===== src/sv/fpr_pkg.sv =====
// Shared types and constants for the framed packet receiver.
// Used by fpr_step, framed_packet_receiver and its checker; no dependencies.
`timescale 1ns / 1ps

package fpr_pkg;

  localparam int unsigned HDR_LEN      = 5;  // start, module, command, length hi/lo
  localparam int unsigned FLAGS_BYTES  = 4;
  localparam int unsigned SUM_END      = 6;  // flags plus two checksum bytes
  localparam int unsigned CFG_IDX_W    = 3;
  localparam int unsigned CFG_DATA_W   = 16;

  localparam logic [CFG_IDX_W-1:0] CFG_START_SYMBOL    = 3'd0;
  localparam logic [CFG_IDX_W-1:0] CFG_END_SYMBOL      = 3'd1;
  localparam logic [CFG_IDX_W-1:0] CFG_MAX_MODULE_ID   = 3'd2;
  localparam logic [CFG_IDX_W-1:0] CFG_MAX_PAYLOAD_LEN = 3'd3;
  localparam logic [CFG_IDX_W-1:0] CFG_CAPACITY_BYTES  = 3'd4;

  typedef enum logic [1:0] {
    PH_HUNT = 2'd0,
    PH_HEAD = 2'd1,
    PH_PAY  = 2'd2,
    PH_FOOT = 2'd3
  } phase_t;

  typedef enum logic [1:0] {
    KIND_STATUS  = 2'd0,
    KIND_PAYLOAD = 2'd1,
    KIND_VERDICT = 2'd2
  } kind_t;

  typedef struct packed {
    logic [7:0]  start_symbol;
    logic [7:0]  end_symbol;
    logic [7:0]  max_module_id;
    logic [15:0] max_payload_len;
    logic [15:0] capacity_bytes;
  } cfg_t;

  typedef struct packed {
    phase_t      phase;
    logic [15:0] byte_index;
    logic [7:0]  held_module;
    logic [7:0]  held_command;
    logic [15:0] held_length;
    logic [31:0] flags_shift;
    logic [15:0] running_sum;
    logic [15:0] received_sum;
    logic [1:0]  header_faults;  // bit 0 module, bit 1 length
  } rx_state_t;

  typedef struct packed {
    kind_t       kind;
    logic [7:0]  payload_byte;
    logic [7:0]  module_id;
    logic [7:0]  command;
    logic [15:0] payload_length;
    logic [31:0] frame_flags;
    logic        start_error;
    logic        overflow_error;
    logic        module_error;
    logic        length_error;
    logic        checksum_error;
    logic        end_error;
  } result_t;

  localparam rx_state_t STATE_RESET = '{
    phase: PH_HUNT, byte_index: 16'd0, held_module: 8'd0, held_command: 8'd0,
    held_length: 16'd0, flags_shift: 32'd0, running_sum: 16'd0,
    received_sum: 16'd0, header_faults: 2'd0
  };

endpackage


===== src/sv/fpr_step.sv =====
// Per-byte receive logic: next receiver state and the result for one transaction.
// Purely combinational; depends on fpr_pkg.
`timescale 1ns / 1ps

module fpr_step import fpr_pkg::*; (
  input  rx_state_t st,
  input  cfg_t      cfg,
  input  logic      func,
  input  logic [7:0] rx_byte,
  output rx_state_t st_next,
  output result_t   res
);

  logic        overflow;
  logic [15:0] idx_inc;
  logic [15:0] sum_add;
  logic [16:0] frame_end;
  logic [16:0] pos_diff;
  logic        past_payload;
  logic        in_flags;
  logic        in_sum;
  logic [15:0] expect_sum;

  assign overflow     = st.byte_index >= cfg.capacity_bytes;
  assign idx_inc      = st.byte_index + 16'd1;
  assign sum_add      = st.running_sum + {8'd0, rx_byte};
  assign frame_end    = 17'(HDR_LEN) + {1'b0, st.held_length};
  // footer position; below the payload end it counts as far beyond the footer
  assign pos_diff     = {1'b0, st.byte_index} - frame_end;
  assign past_payload = {1'b0, st.byte_index} >= frame_end;
  assign in_flags     = past_payload && (pos_diff < 17'(FLAGS_BYTES));
  assign in_sum       = past_payload && (pos_diff < 17'(SUM_END));
  assign expect_sum   = ~st.running_sum + 16'd1;

  // next state
  always_comb begin
    st_next = st;
    if (func) begin
      st_next.phase      = PH_HUNT;
      st_next.byte_index = 16'd0;
    end else if (!overflow) begin
      case (st.phase)
        PH_HUNT: begin
          if (rx_byte == cfg.start_symbol) begin
            st_next.byte_index    = 16'd1;
            st_next.running_sum   = {8'd0, rx_byte};
            st_next.flags_shift   = 32'd0;
            st_next.received_sum  = 16'd0;
            st_next.header_faults = 2'd0;
            st_next.phase         = PH_HEAD;
          end
        end
        PH_HEAD: begin
          st_next.running_sum = sum_add;
          if (st.byte_index == 16'd1) begin
            st_next.held_module = rx_byte;
          end else if (st.byte_index == 16'd2) begin
            st_next.held_command = rx_byte;
          end else if (st.byte_index == 16'd3) begin
            st_next.held_length = {rx_byte, st.held_length[7:0]};
          end else begin
            st_next.held_length = {st.held_length[15:8], rx_byte};
          end
          st_next.byte_index = idx_inc;
          if (idx_inc >= 16'(HDR_LEN)) begin
            st_next.header_faults = {st_next.held_length > cfg.max_payload_len,
                                     st_next.held_module > cfg.max_module_id};
            st_next.phase = (st_next.held_length == 16'd0) ? PH_FOOT : PH_PAY;
          end
        end
        PH_PAY: begin
          st_next.running_sum = sum_add;
          st_next.byte_index  = idx_inc;
          if ({1'b0, idx_inc} >= frame_end) begin
            st_next.phase = PH_FOOT;
          end
        end
        default: begin
          if (in_flags) begin
            st_next.running_sum = sum_add;
            st_next.flags_shift = {st.flags_shift[23:0], rx_byte};
            st_next.byte_index  = idx_inc;
          end else if (in_sum) begin
            st_next.received_sum = {st.received_sum[7:0], rx_byte};
            st_next.byte_index   = idx_inc;
          end else begin
            st_next.phase      = PH_HUNT;
            st_next.byte_index = 16'd0;
          end
        end
      endcase
    end
  end

  // result
  always_comb begin
    res                = '0;
    res.kind           = KIND_STATUS;
    res.module_id      = st_next.held_module;
    res.command        = st_next.held_command;
    res.payload_length = st_next.held_length;
    res.frame_flags    = st_next.flags_shift;
    if (!func) begin
      if (overflow) begin
        res.overflow_error = 1'b1;
      end else begin
        case (st.phase)
          PH_HUNT: res.start_error = rx_byte != cfg.start_symbol;
          PH_HEAD: ;
          PH_PAY: begin
            res.kind         = KIND_PAYLOAD;
            res.payload_byte = rx_byte;
          end
          default: begin
            if (!in_sum) begin
              res.kind         = KIND_VERDICT;
              res.module_error = st.header_faults[0];
              res.length_error = st.header_faults[1];
              if (st.header_faults == 2'd0) begin
                res.checksum_error = expect_sum != st.received_sum;
                res.end_error      = rx_byte != cfg.end_symbol;
              end
            end
          end
        endcase
      end
    end
  end

endmodule


===== src/sv/framed_packet_receiver.sv =====
// Top level of the framed packet receiver: config registers, state and result register.
// Depends on fpr_pkg and fpr_step.
`timescale 1ns / 1ps

// Byte-stream frame receiver.
// Input channel (in_valid/in_ready) carries func and rx_byte; func high flushes
// the receiver back to hunting for the start symbol. Every input transaction
// produces exactly one result transaction on out_valid/out_ready: a status
// word, a payload byte or, on the end byte, the frame verdict with its errors.
// The result is in the output register the cycle after acceptance.
// Throughput is one byte per cycle while in_ready is high; the whole byte
// update (state step and its 16-bit adds) sits between the state registers
// and the result register. in_ready stays high while the result register is
// empty or is being emptied in the same cycle, so a stalled receiver holds
// back at most one result and the input stalls only while out_ready is low.
// The config channel (cfg_valid/cfg_ready, cfg_index, cfg_data) is always
// ready; indexes beyond the register list are ignored. Write it only while
// the block is idle.
// Reset clears the receiver to hunting, empties the result register and
// returns the config registers to their defaults (capacity zero, so every
// byte is rejected until capacity is written).

module framed_packet_receiver import fpr_pkg::*; (
  input  logic                  clk,
  input  logic                  rst,
  input  logic                  in_valid,
  output logic                  in_ready,
  input  logic                  func,
  input  logic [7:0]            rx_byte,
  output logic                  out_valid,
  input  logic                  out_ready,
  output logic [1:0]            kind,
  output logic [7:0]            payload_byte,
  output logic [7:0]            module_id,
  output logic [7:0]            command,
  output logic [15:0]           payload_length,
  output logic [31:0]           frame_flags,
  output logic                  start_error,
  output logic                  overflow_error,
  output logic                  module_error,
  output logic                  length_error,
  output logic                  checksum_error,
  output logic                  end_error,
  input  logic                  cfg_valid,
  output logic                  cfg_ready,
  input  logic [CFG_IDX_W-1:0]  cfg_index,
  input  logic [CFG_DATA_W-1:0] cfg_data
);

  cfg_t      cfg;
  rx_state_t st;
  rx_state_t st_next;
  result_t   res;
  result_t   res_q;
  logic      in_accept;

  assign cfg_ready = 1'b1;
  assign in_ready  = !out_valid || out_ready;
  assign in_accept = in_valid && in_ready;

  always_ff @(posedge clk) begin
    if (rst) begin
      cfg.start_symbol    <= 8'd0;
      cfg.end_symbol      <= 8'd0;
      cfg.max_module_id   <= 8'hFF;
      cfg.max_payload_len <= 16'hFFFF;
      cfg.capacity_bytes  <= 16'd0;
    end else if (cfg_valid) begin
      case (cfg_index)
        CFG_START_SYMBOL:    cfg.start_symbol    <= cfg_data[7:0];
        CFG_END_SYMBOL:      cfg.end_symbol      <= cfg_data[7:0];
        CFG_MAX_MODULE_ID:   cfg.max_module_id   <= cfg_data[7:0];
        CFG_MAX_PAYLOAD_LEN: cfg.max_payload_len <= cfg_data;
        CFG_CAPACITY_BYTES:  cfg.capacity_bytes  <= cfg_data;
        default: ;
      endcase
    end
  end

  fpr_step u_step (
    .st      (st),
    .cfg     (cfg),
    .func    (func),
    .rx_byte (rx_byte),
    .st_next (st_next),
    .res     (res)
  );

  always_ff @(posedge clk) begin
    if (rst) begin
      st        <= STATE_RESET;
      out_valid <= 1'b0;
    end else if (in_accept) begin
      st        <= st_next;
      out_valid <= 1'b1;
    end else if (out_ready) begin
      out_valid <= 1'b0;
    end
  end

  always_ff @(posedge clk) begin
    if (in_accept) begin
      res_q <= res;
    end
  end

  assign kind           = res_q.kind;
  assign payload_byte   = res_q.payload_byte;
  assign module_id      = res_q.module_id;
  assign command        = res_q.command;
  assign payload_length = res_q.payload_length;
  assign frame_flags    = res_q.frame_flags;
  assign start_error    = res_q.start_error;
  assign overflow_error = res_q.overflow_error;
  assign module_error   = res_q.module_error;
  assign length_error   = res_q.length_error;
  assign checksum_error = res_q.checksum_error;
  assign end_error      = res_q.end_error;

endmodule


===== config.mk =====
export PLATFORM = sky130hd
export DESIGN_NAME = framed_packet_receiver
export DESIGN_NICKNAME = d
export VERILOG_FILES = /design/src/sv/fpr_pkg.sv /design/src/sv/fpr_step.sv /design/src/sv/framed_packet_receiver.sv
export SDC_FILE = /design/constraint.sdc
export NUM_CORES = 1
export LEC_CHECK = 0
export BUFFER_PORTS_ARGS = -buffer_cell sky130_fd_sc_hd__buf_4
export CAP_MARGIN = 20
export CORE_ASPECT_RATIO = 1.4
export CORE_MARGIN = 2
export CORE_UTILIZATION = 60
export DETAILED_ROUTE_END_ITERATION = 7
export PLACE_DENSITY_LB_ADDON = 0.2
export SETUP_SLACK_MARGIN = 0.02
export SLEW_MARGIN = 20
export SYNTH_ARGS = -nofsm -noshare
export SYNTH_HDL_FRONTEND = slang
export SYNTH_SLANG_ARGS = --single-unit

===== constraint.sdc =====
create_clock -name clk -period 9.55 [get_ports clk]
set_input_delay 1.4325 -clock clk [delete_from_list [all_inputs] [get_ports clk]]
set_output_delay 1.4325 -clock clk [all_outputs]
set_load 0.02 [all_outputs]

# Word level (Yosys, flattened, before mapping)
# Index checks and enable logic that the tools add are counted.
# totals
reg_bits	253
latch_bits	0
n_memories	0
output_inout_bits	83
ramBits	0
inputBits	33
wordCells	137
rom_bits	0
# classes
mul	0
n_mux	38
div_mod_pow	0
eq_ne	22
magnitude_cmp	8
n_reduce_logical	30
n_bitwise	7
n_shift	0
n_addsub	5
# ops
op	count
2-to-1 mux 116 bit	1
2-to-1 mux 98 bit	1
2-to-1 mux 16 bit	6
2-to-1 mux 24 bit	4
2-to-1 mux 66 bit	1
case mux 16 bit (2 select lines)	2
case mux 32 bit (2 select lines)	1
case mux 18 bit (3 select lines)	1
2-to-1 mux 48 bit	1
2-to-1 mux 8 bit	5
2-to-1 mux 18 bit	2
greater-or-equal comparator 16 x 17 -> 1 bit	2
less-than comparator 17 x 3 -> 1 bit (second input constant)	2
adder 16 x 1 -> 16 bit (second input constant)	2
equality test 16 x 2 -> 1 bit (second input constant)	2
2-to-1 mux 32 bit	1
adder 3 x 16 -> 17 bit (first input constant)	1
subtractor 16 x 17 -> 17 bit	1
adder 16 x 8 -> 16 bit	1
equality test 16 x 1 -> 1 bit (second input constant)	1
greater-or-equal comparator 16 bit	1
greater-or-equal comparator 16 x 3 -> 1 bit (second input constant)	1
greater-than comparator 16 bit	1
logical NOT 16 bit	1
other kinds (34)	68

# Logic depth before layout (Yosys ltp)
# logic_depth
ltp_word	13
mapped_depth	22
depth_no_buf	19

# Hierarchy
# Synthesis repeated with hierarchy kept, for this count alone.
# hier_totals
hier_cells	1985
area_unflattened_um2	17324.1
# by_module_without_submodules
mod	area_per_inst_um2	cells_per_inst	n_inst	seq_area_each_um2
framed_packet_receiver	9462.8	851	1	5865.6
fpr_step	7861.3	1134	1	0.0

# Worst setup path before layout
# Ideal clock, no wire load.
# synth_timing
kind	input port to flip-flop
from	input out_ready
to	register res_q (netlist bit checksum_error), enable pin
setup_slack_ns	4.627
cell_stages	4
t_arrival_ns	4.448
t_required_ns	9.075
n_path_buf	1
cell_sequence	nand2b_1 nand2_1 inv_2 clkbuf_1
# synth_between
elab_chain_len	2
# synth_rtl
item	line	rtl
from (decl)	framed_packet_receiver.sv:31	input logic out_ready,
logical OR 1 bit	framed_packet_receiver.sv:58	assign in_ready = !out_valid || out_ready;
logical AND 1 bit	framed_packet_receiver.sv:59	assign in_accept = in_valid && in_ready;
via in_accept	framed_packet_receiver.sv:55	logic in_accept;
to (signal assigned)	framed_packet_receiver.sv:103	res_q <= res;
to (decl)	framed_packet_receiver.sv:54	result_t res_q;
# The timed path passes the listed nets, and every way through them passes these cells.
# A chain may end at the register's enable or synchronous reset.

==> metrics.txt <==
Final nets=between 1.5k and 2k; clock tree sinks=about 250; final wirelength=roughly 37 mm; first-pass GRT wire length=59.7 mm; mean post-synth cell area=a little over 9 µm²; power per cell area=roughly 150 nW/µm²; post-CTS resize count=0; top cell type by total area after synthesis=dfxtp_1; status=finished, final reports clean; H-tree Lvls=1; Leak=about 6.5 nW; total CTS buffers=24; initial antenna violation count=0; Final period util=0.583; Hold WC Path Type=reg2reg; Initial Util=0.614; Final Slew Violations=0; FMAX=180 MHz; CTS tree=built; vias=~12k; Post-route DRC=0; Ys Warns=0; GR Overflow Total=0; CP Max Fanout=32; Clock Latency Late Sink=0.55 ns; Max-slew headroom=0.304; fraction of registers with async set/reset=0; final setup skew=~0.036 ns; Least-Margin Pin Slew=between 1 and 1.5 ns; CP Data Required Time=approximately 9.8 ns; final antenna-violating net count=0; critical path launch point type=flop; Worst EP arrival=5.84 ns; placed inst area=roughly 15,000 µm²; Root Driver=clkbuf_16; drt wl/cell=19.8 µm; gpl congestion=around 1.0; global-route total usage across every layer=0.305; number of flops mapped to enable cells by yosys=80; syn_nets=~1.6k; CP Class=reg2reg; final worst path period need=around 5.6 ns; ys flop type=dfxtp_1; Die Ht=roughly 180 µm; Cells after Synth=between 1.5k and 2k; Pre-antenna DRT Iters=6; Post-CTS Hold Buffers=0; Synth top area share=0.249; fin area=roughly 16,000 µm²; placed wire-length estimate=approximately 27 mm; Hold Vio Cnt, Final=0; Final setup viols=0; Synth area leaders=dfxtp_1 (25%), edfxtp_1 (17%), ha_1 (7.4%), a22o_1 (5.2%), nand2_1 (4.9%); Critical Path End Type=flop; share of cells above drive strength 1=0.134; Vias per Instance=between 6 and 7; cell area after synthesis=between 10,000 and 15,000 µm²; layout overhead on the synthesized area=13.0%; sequential area share after synthesis=0.422; Rows=65; die area=24,400 µm²; deepest clock path buffer count=3; Worst VDD drop=between 0.1 and 0.15 mV; FF-to-FF setup slack=about 4.0 ns; clock transition at the registers of the reported paths=about 0.07 ns; drt first-iter violations=944; Yosys cell types=84; die width=approximately 130 µm; largest net degree at the start of global routing=84; Max-Cap Viols=0; Sum Neg Setup Slack=0 ns; port bufs=~110; antenna cells=0; Yosys reg bits=about 250; # fillers=1,803; postcts setup bufs=0; vias in the first global route=roughly 11k; core area=between 20,000 and 25,000 µm²; num ports=116; RSZ-0062 raised after global routing=no
through the flow:
stage | power (mW) | util | setup slack (ns) | cells | hold slack [ns]
after global placement | 1.34 | 0.657 | 4.15 | 1840 | 0.443
after floorplan | 1.27 | - | 4.63 | 1503 | 0.436
final | 2.30 | 0.694 | 3.98 | 1885 | 0.457
after CTS | 2.31 | 0.693 | 3.97 | 1884 | 0.460
after detailed placement | 1.34 | 0.657 | 4.05 | 1840 | 0.451
after global routing | 2.37 | 0.694 | 3.67 | 1885 | 0.485
synth_stat cells (all sizes together) (9+ instances only):
| cell type | count |
|---|---|
| a21o | 16 |
| nor2 | 79 |
| edfxtp | 80 |
| inv | 87 |
| a211oi | 15 |
| or3 | 12 |
| buf | 24 |
| nand4 | 18 |
| mux2 | 25 |
| xnor2 | 42 |
| nor4 | 25 |
| o211ai | 27 |
| a22o | 82 |
| dfxtp | 173 |
| a221oi | 9 |
| a21oi | 102 |
| xor2 | 38 |
| and3 | 11 |
| nor3 | 33 |
| and2 | 19 |
| clkbuf | 64 |
| ha | 82 |
| o21ai | 53 |
| mux2i | 26 |
| nand2b | 16 |
| nor2b | 13 |
| nand3 | 26 |
| o21a | 15 |
| a31oi | 15 |
| nand2 | 183 |
| a22oi | 10 |
critical path, stage by stage, from the launching register on:
cell and delay, ns:
dfxtp_1 0.44, ha_1 0.27, xor2_1 0.24, ha_1 0.27, o21a_1 0.15, o31a_1 0.24
nor4_1 0.09, o41a_1 0.53, o31ai_1 0.48, xor2_1 0.16, a2111oi_0 0.40, or4b_4 0.57
nor4_2 0.35, a21oi_1 0.11, or2_1 0.60, a22o_1 0.39
cell usage in the layout, fill, tap and decap left out, drive strengths merged, types with 11 or more instances in the layout:
cell type,n
a22o,82
mux2,25
nand4,18
ha,82
xor2,38
a211oi,15
buf,125
and2,19
nor4,25
nor2,79
or3,12
inv,88
nor2b,13
a21o,16
clkinv,12
nand3,26
nor3,33
xnor2,42
o211ai,27
nand2b,16
a31oi,15
dfxtp,173
and3,11
mux2i,26
nand2,183
edfxtp,80
o21a,15
clkbuf,28
a21oi,102
o21ai,53
sequential cells by signal, indices dropped and copies added, names as in the netlist, 2 cells and up:
register,cells
cfg,56
payload_byte,8
frame_flags,32
st,116
command,8
module_id,8
payload_length,16
kind,2
power breakdown:
| group | switching (mW) | leakage, nW | internal, mW |
|---|---|---|---|
| Sequential | 0.00955 | 2.20 | 1.13 |
| Clock | 0.418 | 0.401 | 0.562 |
| Combinational | 0.121 | 3.86 | 0.0602 |
final timing paths:
path | start | to | depth (start not counted)
worst max-delay path | st[66] | frame_flags[22] | 15
worst min-delay path | cfg[15] | cfg[15] | 2
worst max register to register | st[66] | frame_flags[22] | 15
worst min register to register | cfg[15] | cfg[15] | 2
routing by layer:
| layer | wire length, µm | global-route usage |
|---|---|---|
| met3 | 2090 | 0.0369 |
| met2 | 19300 | 0.560 |
| met1 | 14200 | 0.351 |
| met5 | 0 | 0 |
| met4 | 1760 | 0.142 |
layout make-up:
cell class,count,area (µm²),share of cell area
clock buffers,28,636,0.0405
clock inverters,16,181,0.0116
inverters,88,333,0.0212
multi-input cells,1074,7350,0.469
flip-flops and latches,253,5870,0.374
well taps,301,377,0.0240
repair buffers,125,946,0.0603
cells by family (layout without fill, tap and decap cells):
| family | Yosys count | count (layout) | share of synthesized area |
|---|---|---|---|
| AOI/OAI and AO/OA | 390 | 390 | 0.194 |
| adders and majority gates | 87 | 87 | 0.0791 |
| xor gates and xnor gates | 81 | 81 | 0.0526 |
| muxes | 51 | 51 | 0.0390 |
| other | 1 | 1 | 0.000270 |
| and+or+nand+nor | 464 | 464 | 0.162 |
| DFF | 253 | 253 | 0.422 |
| buffers and inverters | 176 | 257 | 0.0504 |
(Power assumes the default switching activity.)
